## config.mk

```make
export PLATFORM = sky130hd
export DESIGN_NAME = joystick_rate_servo_integrator_unit
export DESIGN_NICKNAME = d
export VERILOG_FILES = /design/src/sv/jrsi_pkg.sv /design/src/sv/jrsi_cfg.sv /design/src/sv/jrsi_ctrl.sv /design/src/sv/jrsi_dp.sv /design/src/sv/joystick_rate_servo_integrator_unit.sv
export SDC_FILE = /design/constraint.sdc
export NUM_CORES = 2
export LEC_CHECK = 0
export BUFFER_PORTS_ARGS = -buffer_cell sky130_fd_sc_hd__buf_2
export CAP_MARGIN = 20
export CORE_MARGIN = 3
export CORE_UTILIZATION = 40
export DETAILED_ROUTE_END_ITERATION = 10
export PLACE_DENSITY_LB_ADDON = 0.1
export SYNTH_ARGS = -nofsm -noshare
export SYNTH_HDL_FRONTEND = slang
export SYNTH_SLANG_ARGS = --single-unit
```

## constraint.sdc

```tcl
create_clock -name clk -period 13.17 [get_ports clk]
set_input_delay 0.6585 -clock clk [delete_from_list [all_inputs] [get_ports clk]]
set_output_delay 0.6585 -clock clk [all_outputs]
set_load 0.1 [all_outputs]
```

## src/sv/jrsi_pkg.sv

```systemverilog
// jrsi_pkg: shared types, constants and helpers for the joystick rate servo integrator
// no dependencies; imported by every jrsi module
`default_nettype none

package jrsi_pkg;

  // level scaling
  localparam int SIGNAL_SCALE = 8192;
  localparam int SCALE_W      = 16;

  // axis ranges
  localparam logic [10:0] PAN_MIN   = 11'd1000;
  localparam logic [10:0] PAN_MAX   = 11'd2000;
  localparam logic [10:0] RIGHT_MIN = 11'd850;
  localparam logic [10:0] RIGHT_MAX = 11'd2000;
  localparam logic [10:0] LEFT_MIN  = 11'd1000;
  localparam logic [10:0] LEFT_MAX  = 11'd2000;

  localparam logic [10:0] PAN_RESET   = 11'd1500;
  localparam logic [10:0] RIGHT_RESET = 11'd1425;
  localparam logic [10:0] LEFT_RESET  = 11'd1500;

  // shared multiplier
  localparam int MUL_A_W = 30;
  localparam int MUL_B_W = 31;
  localparam int PROD_W  = MUL_A_W + MUL_B_W;

  // rate delta: rate*speed*dt / 100000, done as (x >> 5) / 3125 by reciprocal
  localparam int RATE_PRE_SHIFT = 5;
  localparam int RATE_POST_DIV  = 3125;
  localparam int RATE_X_W       = 30;
  localparam int S_RATE         = RATE_X_W + $clog2(RATE_POST_DIV);
  localparam longint unsigned R_RATE_L =
    ((64'd1 << S_RATE) + RATE_POST_DIV - 1) / RATE_POST_DIV;
  localparam logic [MUL_B_W-1:0] R_RATE = MUL_B_W'(R_RATE_L);
  localparam int Q_W = 18;

  // level: (pos-min)*SIGNAL_SCALE / span by reciprocal, numerator below 2^27
  localparam int LVL_X_W    = 27;
  localparam int PAN_SPAN   = 1000;
  localparam int RIGHT_SPAN = 1150;
  localparam int LEFT_SPAN  = 1000;
  localparam int S_PAN      = LVL_X_W + $clog2(PAN_SPAN);
  localparam int S_RIGHT    = LVL_X_W + $clog2(RIGHT_SPAN);
  localparam int S_LEFT     = LVL_X_W + $clog2(LEFT_SPAN);
  localparam longint unsigned R_PAN_L   = ((64'd1 << S_PAN) + PAN_SPAN - 1) / PAN_SPAN;
  localparam longint unsigned R_RIGHT_L = ((64'd1 << S_RIGHT) + RIGHT_SPAN - 1) / RIGHT_SPAN;
  localparam longint unsigned R_LEFT_L  = ((64'd1 << S_LEFT) + LEFT_SPAN - 1) / LEFT_SPAN;
  localparam logic [MUL_B_W-1:0] R_PAN   = MUL_B_W'(R_PAN_L);
  localparam logic [MUL_B_W-1:0] R_RIGHT = MUL_B_W'(R_RIGHT_L);
  localparam logic [MUL_B_W-1:0] R_LEFT  = MUL_B_W'(R_LEFT_L);

  localparam int IN_DATA_W  = 88;
  localparam int OUT_DATA_W = 80;

  typedef enum logic [2:0] {
    REG_PAN_SPEED    = 3'd0,
    REG_TILT_SPEED   = 3'd1,
    REG_DEAD_ZONE    = 3'd2,
    REG_RATE_TIMEOUT = 3'd3,
    REG_UPDATE_INTVL = 3'd4,
    REG_MAX_STEP     = 3'd5
  } reg_idx_t;

  typedef enum logic [1:0] {
    EV_NONE  = 2'd0,
    EV_ENTER = 2'd1,
    EV_EXIT  = 2'd2
  } mode_ev_t;

  typedef struct packed {
    logic [10:0] pan_speed;
    logic [10:0] tilt_speed;
    logic [6:0]  dead_zone;
    logic [15:0] rate_timeout_ms;
    logic [15:0] update_interval_ms;
    logic [15:0] max_step_ms;
  } cfg_regs_t;

  typedef enum logic [4:0] {
    OP_NONE,
    OP_DECIDE,
    OP_MA1,
    OP_MA2,
    OP_MA3,
    OP_MB1,
    OP_MB2,
    OP_MB3,
    OP_UPDATE,
    OP_LP1,
    OP_LP2,
    OP_LR1,
    OP_LR2,
    OP_LL1,
    OP_LL2,
    OP_FINISH,
    OP_PUSH
  } dp_op_t;

  typedef struct packed {
    logic   load;
    dp_op_t op;
  } dp_cmd_t;

  typedef struct packed {
    logic integrate;
    logic out_free;
  } dp_sts_t;

  function automatic logic [10:0] clamp_pos(input logic signed [20:0] v,
                                            input logic [10:0] lo,
                                            input logic [10:0] hi);
    logic signed [20:0] lo_s;
    logic signed [20:0] hi_s;
    lo_s = $signed({10'd0, lo});
    hi_s = $signed({10'd0, hi});
    if (v < lo_s) begin
      return lo;
    end else if (v > hi_s) begin
      return hi;
    end else begin
      return v[10:0];
    end
  endfunction

  function automatic logic [7:0] mag8(input logic signed [7:0] v);
    return v[7] ? 8'(~v + 8'd1) : v;
  endfunction

endpackage

`default_nettype wire

```

## src/sv/jrsi_cfg.sv

```systemverilog
// jrsi_cfg: configuration register file written over the cfg channel
// depends on jrsi_pkg
`default_nettype none

module jrsi_cfg (
  input  wire logic                clk,
  input  wire logic                rst_n,
  input  wire logic                cfg_valid,
  output logic                     cfg_ready,
  input  wire logic [2:0]          cfg_index,
  input  wire logic [15:0]         cfg_data,
  output jrsi_pkg::cfg_regs_t      regs
);
  import jrsi_pkg::*;

  cfg_regs_t regs_r, regs_nxt;

  assign cfg_ready = 1'b1;
  assign regs      = regs_r;

  always_comb begin
    regs_nxt = regs_r;
    if (cfg_valid) begin
      case (reg_idx_t'(cfg_index))
        REG_PAN_SPEED:    regs_nxt.pan_speed          = cfg_data[10:0];
        REG_TILT_SPEED:   regs_nxt.tilt_speed         = cfg_data[10:0];
        REG_DEAD_ZONE:    regs_nxt.dead_zone          = cfg_data[6:0];
        REG_RATE_TIMEOUT: regs_nxt.rate_timeout_ms    = cfg_data;
        REG_UPDATE_INTVL: regs_nxt.update_interval_ms = cfg_data;
        REG_MAX_STEP:     regs_nxt.max_step_ms        = cfg_data;
        default:          regs_nxt = regs_r;
      endcase
    end
  end

  always_ff @(posedge clk) begin
    if (!rst_n) begin
      regs_r.pan_speed          <= 11'd500;
      regs_r.tilt_speed         <= 11'd500;
      regs_r.dead_zone          <= 7'd20;
      regs_r.rate_timeout_ms    <= 16'd500;
      regs_r.update_interval_ms <= 16'd50;
      regs_r.max_step_ms        <= 16'd200;
    end else begin
      regs_r <= regs_nxt;
    end
  end

endmodule

`default_nettype wire

```

## src/sv/jrsi_ctrl.sv

```systemverilog
// jrsi_ctrl: sequencer that steps the datapath through decide, multiply and level steps
// depends on jrsi_pkg
`default_nettype none

module jrsi_ctrl (
  input  wire logic              clk,
  input  wire logic              rst_n,
  input  wire logic              in_tvalid,
  output logic                   in_tready,
  output jrsi_pkg::dp_cmd_t      cmd,
  input  wire jrsi_pkg::dp_sts_t sts
);
  import jrsi_pkg::*;

  typedef enum logic [16:0] {
    S_IDLE   = 17'b00000000000000001,
    S_DEC    = 17'b00000000000000010,
    S_MA1    = 17'b00000000000000100,
    S_MA2    = 17'b00000000000001000,
    S_MA3    = 17'b00000000000010000,
    S_MB1    = 17'b00000000000100000,
    S_MB2    = 17'b00000000001000000,
    S_MB3    = 17'b00000000010000000,
    S_UPD    = 17'b00000000100000000,
    S_LP1    = 17'b00000001000000000,
    S_LP2    = 17'b00000010000000000,
    S_LR1    = 17'b00000100000000000,
    S_LR2    = 17'b00001000000000000,
    S_LL1    = 17'b00010000000000000,
    S_LL2    = 17'b00100000000000000,
    S_FIN    = 17'b01000000000000000,
    S_PUSH   = 17'b10000000000000000
  } state_t;

  state_t state_r, state_nxt;

  assign in_tready = (state_r == S_IDLE);

  always_comb begin
    state_nxt = state_r;
    cmd.load  = in_tvalid && (state_r == S_IDLE);
    cmd.op    = OP_NONE;
    case (state_r)
      S_IDLE: begin
        if (in_tvalid) state_nxt = S_DEC;
      end
      S_DEC: begin
        cmd.op    = OP_DECIDE;
        state_nxt = sts.integrate ? S_MA1 : S_LP1;
      end
      S_MA1: begin cmd.op = OP_MA1;    state_nxt = S_MA2; end
      S_MA2: begin cmd.op = OP_MA2;    state_nxt = S_MA3; end
      S_MA3: begin cmd.op = OP_MA3;    state_nxt = S_MB1; end
      S_MB1: begin cmd.op = OP_MB1;    state_nxt = S_MB2; end
      S_MB2: begin cmd.op = OP_MB2;    state_nxt = S_MB3; end
      S_MB3: begin cmd.op = OP_MB3;    state_nxt = S_UPD; end
      S_UPD: begin cmd.op = OP_UPDATE; state_nxt = S_LP1; end
      S_LP1: begin cmd.op = OP_LP1;    state_nxt = S_LP2; end
      S_LP2: begin cmd.op = OP_LP2;    state_nxt = S_LR1; end
      S_LR1: begin cmd.op = OP_LR1;    state_nxt = S_LR2; end
      S_LR2: begin cmd.op = OP_LR2;    state_nxt = S_LL1; end
      S_LL1: begin cmd.op = OP_LL1;    state_nxt = S_LL2; end
      S_LL2: begin cmd.op = OP_LL2;    state_nxt = S_FIN; end
      S_FIN: begin cmd.op = OP_FINISH; state_nxt = S_PUSH; end
      S_PUSH: begin
        cmd.op = OP_PUSH;
        if (sts.out_free) state_nxt = S_IDLE;
      end
      default: state_nxt = S_IDLE;
    endcase
  end

  always_ff @(posedge clk) begin
    if (!rst_n) begin
      state_r <= S_IDLE;
    end else begin
      state_r <= state_nxt;
    end
  end

endmodule

`default_nettype wire

```

## src/sv/jrsi_dp.sv

```systemverilog
// jrsi_dp: item registers, axis state, shared multiplier and output register
// depends on jrsi_pkg; driven by jrsi_ctrl commands
`default_nettype none

module jrsi_dp (
  input  wire logic                  clk,
  input  wire logic                  rst_n,
  input  wire jrsi_pkg::dp_cmd_t     cmd,
  output jrsi_pkg::dp_sts_t          sts,
  input  wire jrsi_pkg::cfg_regs_t   cfg,
  input  wire logic [jrsi_pkg::IN_DATA_W-1:0]  in_tdata,
  input  wire logic [0:0]            in_tuser,
  output logic                       out_tvalid,
  input  wire logic                  out_tready,
  output logic [jrsi_pkg::OUT_DATA_W-1:0] out_tdata,
  output logic [1:0]                 out_tuser
);
  import jrsi_pkg::*;

  // latched item
  logic               action_r, playback_r, shoulder_r;
  logic [31:0]        now_r, recv_r;
  logic signed [7:0]  rx_r, ry_r;

  // block state
  logic               active_r, active_nxt;
  logic [31:0]        last_step_r;
  logic [10:0]        pan_r, right_r, left_r;

  // per-item working registers
  logic [15:0]        dt_r;
  logic [PROD_W-1:0]  prod_r;
  logic [Q_W-1:0]     qa_r;
  logic               neg_a_r, neg_b_r;
  logic [1:0]         ev_r;
  logic               wp_r, wr_r, wl_r;
  logic [13:0]        lvl_p_r, lvl_r_r, lvl_l_r;

  logic                  out_valid_r;
  logic [OUT_DATA_W-1:0] out_data_r;
  logic [1:0]            out_user_r;

  // decision
  logic [31:0] age_recv, age_step;
  logic        stale, zero_rates, exit_c, enter_c, integ_c;
  logic [15:0] dt_cap;

  assign age_recv   = now_r - recv_r;
  assign age_step   = now_r - last_step_r;
  assign stale      = (recv_r == 32'd0) || (age_recv >= {16'd0, cfg.rate_timeout_ms});
  assign zero_rates = stale || (rx_r == 8'sd0 && ry_r == 8'sd0);
  assign exit_c     = active_r && (action_r || (playback_r && zero_rates));
  assign enter_c    = !action_r && playback_r && !zero_rates && !active_r;
  assign integ_c    = !action_r && playback_r && !zero_rates && active_r &&
                      (age_step >= {16'd0, cfg.update_interval_ms});
  assign dt_cap     = (age_step > {16'd0, cfg.max_step_ms}) ? cfg.max_step_ms : age_step[15:0];

  // rate magnitudes and pan dead zone
  logic [7:0]  mag_x, mag_y;
  logic        pan_moves;
  assign mag_x     = mag8(rx_r);
  assign mag_y     = mag8(ry_r);
  assign pan_moves = !shoulder_r && (mag_x > {1'b0, cfg.dead_zone});

  // shared multiplier
  logic [MUL_A_W-1:0] mul_a;
  logic [MUL_B_W-1:0] mul_b;
  logic [PROD_W-1:0]  prod;
  logic [10:0]        speed_b;

  assign speed_b = shoulder_r ? cfg.tilt_speed : cfg.pan_speed;
  assign prod    = {{MUL_B_W{1'b0}}, mul_a} * {{MUL_A_W{1'b0}}, mul_b};

  always_comb begin
    mul_a = '0;
    mul_b = '0;
    case (cmd.op)
      OP_MA1: begin
        mul_a = MUL_A_W'(mag_y);
        mul_b = MUL_B_W'(cfg.tilt_speed);
      end
      OP_MB1: begin
        mul_a = MUL_A_W'(mag_x);
        mul_b = MUL_B_W'(speed_b);
      end
      OP_MA2, OP_MB2: begin
        mul_a = MUL_A_W'(prod_r[18:0]);
        mul_b = MUL_B_W'(dt_r);
      end
      OP_MA3, OP_MB3: begin
        mul_a = prod_r[RATE_PRE_SHIFT +: RATE_X_W];
        mul_b = R_RATE;
      end
      OP_LP1: begin
        mul_a = MUL_A_W'(11'(pan_r - PAN_MIN));
        mul_b = MUL_B_W'(SCALE_W'(SIGNAL_SCALE));
      end
      OP_LR1: begin
        mul_a = MUL_A_W'(11'(right_r - RIGHT_MIN));
        mul_b = MUL_B_W'(SCALE_W'(SIGNAL_SCALE));
      end
      OP_LL1: begin
        mul_a = MUL_A_W'(11'(left_r - LEFT_MIN));
        mul_b = MUL_B_W'(SCALE_W'(SIGNAL_SCALE));
      end
      OP_LP2: begin
        mul_a = MUL_A_W'(prod_r[LVL_X_W-1:0]);
        mul_b = R_PAN;
      end
      OP_LR2: begin
        mul_a = MUL_A_W'(prod_r[LVL_X_W-1:0]);
        mul_b = R_RIGHT;
      end
      OP_LL2: begin
        mul_a = MUL_A_W'(prod_r[LVL_X_W-1:0]);
        mul_b = R_LEFT;
      end
      default: begin
        mul_a = '0;
        mul_b = '0;
      end
    endcase
  end

  // signed deltas and new positions
  logic [Q_W-1:0]      qb;
  logic signed [20:0]  da, db, xd, rtot, ltot, pan_sum, right_sum, left_sum;

  assign qb        = prod_r[S_RATE +: Q_W];
  assign da        = neg_a_r ? -$signed({3'd0, qa_r}) : $signed({3'd0, qa_r});
  assign db        = neg_b_r ? -$signed({3'd0, qb}) : $signed({3'd0, qb});
  assign xd        = shoulder_r ? db : 21'sd0;
  assign rtot      = da + xd;
  assign ltot      = xd - da;
  assign pan_sum   = $signed({10'd0, pan_r}) + db;
  assign right_sum = $signed({10'd0, right_r}) + rtot;
  assign left_sum  = $signed({10'd0, left_r}) + ltot;

  // level quotients as they leave the multiplier
  logic [13:0] lvl_from_pan, lvl_from_right, lvl_from_left;
  assign lvl_from_pan   = prod_r[S_PAN +: 14];
  assign lvl_from_right = prod_r[S_RIGHT +: 14];
  assign lvl_from_left  = prod_r[S_LEFT +: 14];

  logic out_free;
  assign out_free = !out_valid_r || out_tready;

  always_comb begin
    sts.integrate = integ_c;
    sts.out_free  = out_free;
  end

  always_comb begin
    active_nxt = active_r;
    if (cmd.op == OP_DECIDE) begin
      if (exit_c) begin
        active_nxt = 1'b0;
      end else if (enter_c) begin
        active_nxt = 1'b1;
      end
    end
  end

  // control state
  always_ff @(posedge clk) begin
    if (!rst_n) begin
      active_r    <= 1'b0;
      last_step_r <= 32'd0;
      pan_r       <= PAN_RESET;
      right_r     <= RIGHT_RESET;
      left_r      <= LEFT_RESET;
      out_valid_r <= 1'b0;
    end else begin
      active_r <= active_nxt;
      if (cmd.op == OP_DECIDE && (enter_c || integ_c)) last_step_r <= now_r;
      if (cmd.op == OP_UPDATE) begin
        if (pan_moves)      pan_r   <= clamp_pos(pan_sum, PAN_MIN, PAN_MAX);
        if (rtot != 21'sd0) right_r <= clamp_pos(right_sum, RIGHT_MIN, RIGHT_MAX);
        if (ltot != 21'sd0) left_r  <= clamp_pos(left_sum, LEFT_MIN, LEFT_MAX);
      end
      if (cmd.op == OP_PUSH && out_free) begin
        out_valid_r <= 1'b1;
      end else if (out_tready) begin
        out_valid_r <= 1'b0;
      end
    end
  end

  // payload
  always_ff @(posedge clk) begin
    if (cmd.load) begin
      action_r   <= in_tuser[0];
      playback_r <= in_tdata[0];
      now_r      <= in_tdata[32:1];
      recv_r     <= in_tdata[64:33];
      rx_r       <= $signed(in_tdata[72:65]);
      ry_r       <= $signed(in_tdata[80:73]);
      shoulder_r <= in_tdata[81];
    end
    prod_r <= prod;
    case (cmd.op)
      OP_DECIDE: begin
        dt_r    <= dt_cap;
        neg_a_r <= !ry_r[7] && (ry_r != 8'sd0);
        neg_b_r <= shoulder_r ? rx_r[7] : (!rx_r[7] && (rx_r != 8'sd0));
        ev_r    <= exit_c ? EV_EXIT : (enter_c ? EV_ENTER : EV_NONE);
        wp_r    <= exit_c;
        wr_r    <= exit_c;
        wl_r    <= exit_c;
      end
      OP_MB1:    qa_r <= prod_r[S_RATE +: Q_W];
      OP_UPDATE: begin
        wp_r <= pan_moves;
        wr_r <= (rtot != 21'sd0);
        wl_r <= (ltot != 21'sd0);
      end
      OP_LR1:    lvl_p_r <= lvl_from_pan;
      OP_LL1:    lvl_r_r <= lvl_from_right;
      OP_FINISH: lvl_l_r <= lvl_from_left;
      default: begin
      end
    endcase
    if (cmd.op == OP_PUSH && out_free) begin
      out_user_r <= ev_r;
      out_data_r <= {2'd0,
                     wl_r ? lvl_l_r : 14'd0,
                     wr_r ? lvl_r_r : 14'd0,
                     wp_r ? lvl_p_r : 14'd0,
                     wl_r, wr_r, wp_r,
                     left_r, right_r, pan_r};
    end
  end

  assign out_tvalid = out_valid_r;
  assign out_tdata  = out_data_r;
  assign out_tuser  = out_user_r;

  // clamping keeps every axis inside its travel
  a_pan_range: assert property (@(posedge clk) disable iff (!rst_n)
    pan_r >= PAN_MIN && pan_r <= PAN_MAX)
    else $error("pan position out of range");

  a_pivot_range: assert property (@(posedge clk) disable iff (!rst_n)
    right_r >= RIGHT_MIN && right_r <= RIGHT_MAX && left_r >= LEFT_MIN && left_r <= LEFT_MAX)
    else $error("pivot position out of range");

  // an unwritten pan axis reports no pan level
  a_level_zero: assert property (@(posedge clk) disable iff (!rst_n)
    out_tvalid && !out_tdata[33] |-> out_tdata[49:36] == 14'd0)
    else $error("pan level set without a pan write");

  // enter leaves the block active, exit leaves it inactive with every axis written
  a_mode_state: assert property (@(posedge clk) disable iff (!rst_n)
    cmd.op == OP_DECIDE && enter_c |=> active_r)
    else $error("enter event without manual mode");

  a_exit_state: assert property (@(posedge clk) disable iff (!rst_n)
    cmd.op == OP_DECIDE && exit_c |=> !active_r && wp_r && wr_r && wl_r)
    else $error("exit event did not release all axes");

endmodule

`default_nettype wire

```

## src/sv/joystick_rate_servo_integrator_unit.sv

```systemverilog
// joystick_rate_servo_integrator_unit: top level joining config, sequencer and datapath
// depends on jrsi_pkg, jrsi_cfg, jrsi_ctrl, jrsi_dp
//
// Turns joystick rate ticks into pan and pivot servo targets. One item is taken at a time:
// a tick that integrates runs the decide, rate multiply, update, level, finish and push
// steps before the block is ready again, other items skip rate multiply and update; push
// stalls while the result register is occupied. One shared 30x31 multiplier runs three
// passes for each of the two rate deltas and two passes for each of the three levels.
// A finished result sits in the output register, so the next item can be accepted while it
// waits. Configuration writes are taken on any cycle and should only be made while idle.
`default_nettype none

module joystick_rate_servo_integrator_unit (
  input  wire logic        clk,
  input  wire logic        rst_n,
  // tdata, lowest bit up: playback_mode, now_ms[31:0], last_recv_ms[31:0],
  // rate_x[7:0], rate_y[7:0], shoulder_held, zero fill
  input  wire logic        in_tvalid,
  output logic             in_tready,
  input  wire logic [87:0] in_tdata,
  input  wire logic [0:0]  in_tuser,   // action
  // tdata, lowest bit up: pan_pwm[10:0], right_pwm[10:0], left_pwm[10:0], pan_written,
  // right_written, left_written, pan_level[13:0], right_level[13:0], left_level[13:0], zero fill
  output logic             out_tvalid,
  input  wire logic        out_tready,
  output logic [79:0]      out_tdata,
  output logic [1:0]       out_tuser,  // mode_event
  input  wire logic        cfg_valid,
  output logic             cfg_ready,
  input  wire logic [2:0]  cfg_index,
  input  wire logic [15:0] cfg_data
);
  import jrsi_pkg::*;

  cfg_regs_t regs;
  dp_cmd_t   cmd;
  dp_sts_t   sts;

  jrsi_cfg u_cfg (
    .clk       (clk),
    .rst_n     (rst_n),
    .cfg_valid (cfg_valid),
    .cfg_ready (cfg_ready),
    .cfg_index (cfg_index),
    .cfg_data  (cfg_data),
    .regs      (regs)
  );

  jrsi_ctrl u_ctrl (
    .clk       (clk),
    .rst_n     (rst_n),
    .in_tvalid (in_tvalid),
    .in_tready (in_tready),
    .cmd       (cmd),
    .sts       (sts)
  );

  jrsi_dp u_dp (
    .clk        (clk),
    .rst_n      (rst_n),
    .cmd        (cmd),
    .sts        (sts),
    .cfg        (regs),
    .in_tdata   (in_tdata),
    .in_tuser   (in_tuser),
    .out_tvalid (out_tvalid),
    .out_tready (out_tready),
    .out_tdata  (out_tdata),
    .out_tuser  (out_tuser)
  );

endmodule

`default_nettype wire
```

==> flow_summary_export.csv <==
group,metric,value,unit
run_status,outcome,"completed",
cells_and_area,design_area,60500,um^2
clocking,cts-root-buf,"clkbuf_16",
place,place_area,58400,um^2
global_routing,antenna_found_initial,7,
sta,min_period_over_period,92.7,%
cells_and_area,final_cells,8013,
global_routing,grt_overflow,0,
place,place.gp.congestion,0.917,
synthesis,synth_top_area_share,28.5,%
worst_hold_path,hold_class,"in2reg",
floorplanning,initial_utilization,40.4,%
synthesis,ys_seq_area_share,21.4,%
clocking,cts_buffers,56,
floorplanning,dieWidth,377,um
synthesis,netlist_instances,5966,
synthesis,ys_types,102,
place,dp_hpwl,144000,um
cells_and_area,syn_to_final_growth,9.81,%
pwr,intPower,3.13,mW
synthesis,syn_area,55100,um^2
sta,rsz0062_at_grt,"false",
clocking,cts_setup_buffers,0,
clocking,cts_tree,"built",
sta,final_hold_viol_count,0,
pwr,fin_total_pwr,4.65,mW
critical_path,worstPathArrival,12740,ps
floorplanning,core_area,136000,um^2
drt,route.detailed.drc,0,
sta,final.setup.tns,0,ps
synthesis,synth.area.top_cells,"fa_1, edfxtp_1, ha_1",
pwr,p_leak,28.5,nW
critical_path,endpoint_kind,"flip-flop",
drt,drt_iter0_markers,2976,
synthesis,synth_top_cell_by_area,"fa_1",
global_routing,grt_pass1_vias,43054,
sta,finalSetupViolCount,0,
cells_and_area,num-nets-final,7527,
floorplanning,fp.dieH,377,um
sta,finalMaxSlewViolations,0,
critical_path,criticalPathCategory,"reg2reg",
clocking,cts_hold_buffers,0,
pwr,clkPwrFrac,37.2,%
synthesis,async_reset_ff_share,0,%
pwr,p_switching,1.52,mW
pwr,p_seq_share,36.2,%
floorplanning,die_area,142000,um^2
synthesis,yosysWarnings,0,
drt,drtAntennaViolNets,0,
sta,clock_skew,34.8,ps
pwr,swShare,32.8,%
pwr,ir_drop,0.101,mV
clocking,clock_path_buffers,3,
clocking,cts_sinks,465,
critical_path,critPathMaxStageDelay,760,ps
global_routing,grt_use_total,24.5,%
drt,dr.pass1.iters,9,
sta,worst_pin_slew,1100,ps
global_routing,grt_max_degree,77,
critical_path,worstPathMaxFanout,24,
critical_path,reg2reg_slack,960,ps
floorplanning,io_pins,198,
place,portBuffers,188,
pwr,share_comb_of_total_power,26.7,%
clocking,clk_latency,660,ps
synthesis,syn_area_per_cell,9.23,um^2
flow_run,drv_cap,0,
cells_and_area,final_util,44.4,%
drt,vias_per_cell,5.25,
sta,min_period,12210,ps
drt,wire_per_inst,21.6,um
sta,maxSlewHeadroom,26.6,%
synthesis,synth_edf_count,246,
critical_path,cp_common_cell,"fa_1",
sta,max_freq,0.0819,GHz
synthesis,synth-main-ff-cell,"edfxtp_1",
drt,wl,173000,um
critical_path,cp_slowest_cell,"o2111a_1",
clocking,path_clk_slew,60,ps
pwr,power_density,77.0,nW/um^2
critical_path,start_kind,"flip-flop",
clocking,cts_htree_levels,2,
critical_path,cp_data_required_time,13700,ps
place,place_inst,7902,
drt,vias,42053,
global_routing,grt_first_pass_wirelength,265000,um
clocking,cts-resized-gates,0,
synthesis,ys_ff_latch,465,
cells_and_area,drive_above_1_share,7.29,%
floorplanning,rows,135,
-- registers in the layout (all words and copies together), names as in the netlist, 2 cells and up --
signal and cells:
u_cfg.regs 77, u_ctrl.state_r 17, u_dp.dt_r 16, u_dp.ev_r 2, u_dp.last_step_r 32, u_dp.left_r 11
u_dp.lvl_l_r 14, u_dp.lvl_p_r 14, u_dp.lvl_r_r 14, u_dp.now_r 32, u_dp.out_tdata 78, u_dp.out_tuser 2
u_dp.pan_r 11, u_dp.prod_r 58, u_dp.qa_r 18, u_dp.recv_r 32, u_dp.right_r 11, u_dp.rx_r 8
u_dp.ry_r 8
-- synthesized netlist by cell type, types with 10 or more instances --
cell type / count
nand2_1: 672
mux2_2: 20
mux2i_1: 51
nand3b_1: 14
a211oi_1: 45
nand4b_1: 12
a31oi_1: 41
a21boi_0: 11
buf_2: 25
o21bai_1: 21
and2_1: 108
clkbuf_1: 119
o31ai_1: 20
buf_1: 17
nand3_1: 93
o21a_1: 36
a211o_1: 10
or3_1: 34
o211ai_1: 41
inv_1: 1184
and3_1: 41
a21o_1: 84
or2_2: 17
edfxtp_1: 246
a21oi_1: 255
fa_1: 785
or4_1: 20
a222oi_1: 11
dfxtp_1: 219
nor4_1: 30
nand4_1: 38
ha_1: 450
nor4b_1: 10
o21ai_0: 154
xnor2_1: 136
a221oi_1: 11
o22ai_1: 16
nor2_1: 400
o31a_1: 10
nor3b_1: 14
nor2b_1: 50
xor2_1: 68
nand2b_1: 60
nor3_1: 80
-- metal layers --
metal / global-route usage (%) / routed length, um / up-vias
li1: - / - / 19757
met1: 34.7 / 79600 / 20995
met2: 40.0 / 79900 / 1092
met3: 2.41 / 8020 / 209
met4: 6.98 / 5380 / 0
met5: 0 / 0 / -
-- critical path: cells and delay by family, from the launching register on --
family,cells,cell delay [ps]
xor gates and xnor gates,1,110
DFF,1,340
adders and majority gates,9,4470
and+or+nand+nor,9,2940
buffers and inverters,8,1190
AOI/OAI and AO/OA,10,3000
-- power by group through the flow --
stage	registers (mW)	clock network, mW	logic [mW]
global placement	1.71	0	1.23
finish	1.68	1.73	1.24
CTS	1.68	1.78	1.25
detailed placement	1.71	0	1.23
floorplan	1.65	0	0.912
global route	1.69	1.83	1.40
-- placed cells by master, fill, tap and decap left out, types with 14 or more instances in the layout --
cell,count
fa_1,785
nand2_1,672
o22ai_1,16
o21a_1,36
a21oi_1,255
nor2_1,398
buf_2,188
mux2_2,20
inv_1,1183
o21ai_0,154
xnor2_1,136
nor3_1,80
o211ai_1,41
mux2i_1,51
xor2_1,68
nand3b_1,14
nand3_1,93
conb_1,64
o21bai_1,21
dfxtp_1,219
nand2b_1,60
or4_1,20
or2_2,17
clkbuf_16,56
edfxtp_1,246
ha_1,450
nor4_1,30
a21o_1,84
and3_1,41
o31ai_1,20
and2_1,107
a211oi_1,45
or3_1,34
nor2b_1,49
buf_4,76
nand4_1,38
a31oi_1,41
-- kinds of logic after synthesis --
| group | Yosys count | synth area share, % |
|---|---|---|
| mux | 72 | 1.36 |
| xor+xnor | 205 | 3.29 |
| compound gates | 898 | 10.9 |
| other cells | 2 | 0.0136 |
| flops | 465 | 21.4 |
| buf+inv | 1358 | 9.42 |
| simple gates | 1731 | 14.9 |
| fa+ha+maj | 1235 | 38.8 |
-- worst paths after layout --
| path | cells past startpoint | startpoint | endpoint |
|---|---|---|---|
| max | 37 | u_ctrl.state_r[0]$_SDFFE_PN1P_ | u_dp.prod_r[56]$_DFF_P_ |
| min | 1 | in_tdata[25] | u_dp.now_r[24]$_DFFE_PP_ |
| max reg2reg | 37 | u_ctrl.state_r[0]$_SDFFE_PN1P_ | u_dp.prod_r[56]$_DFF_P_ |
| min reg2reg | 0 | u_dp.prod_r[37]$_DFF_P_ | u_dp.lvl_l_r[0]$_DFFE_PN_ |
-- layout make-up --
type | instances | area (um^2)
clock inverters | 40 | 591
diodes | 5 | 12.5
multi-input cells | 4205 | 38400
well taps | 1781 | 2230
repair buffers | 265 | 1530
inverters | 1186 | 4450
flip-flops and latches | 465 | 11800
clock buffers | 66 | 1490
fillers | 13513 | 75700
-- stage by stage --
step           setup slack [ps]  hold slack, ps
3_3_place_gp                913             418
4_1_cts                     799             104
5_1_grt                     224             125
6_report                    958             168
2_1_floorplan              2760             400
3_5_place_dp                890             415
(Power assumes the default switching activity.)
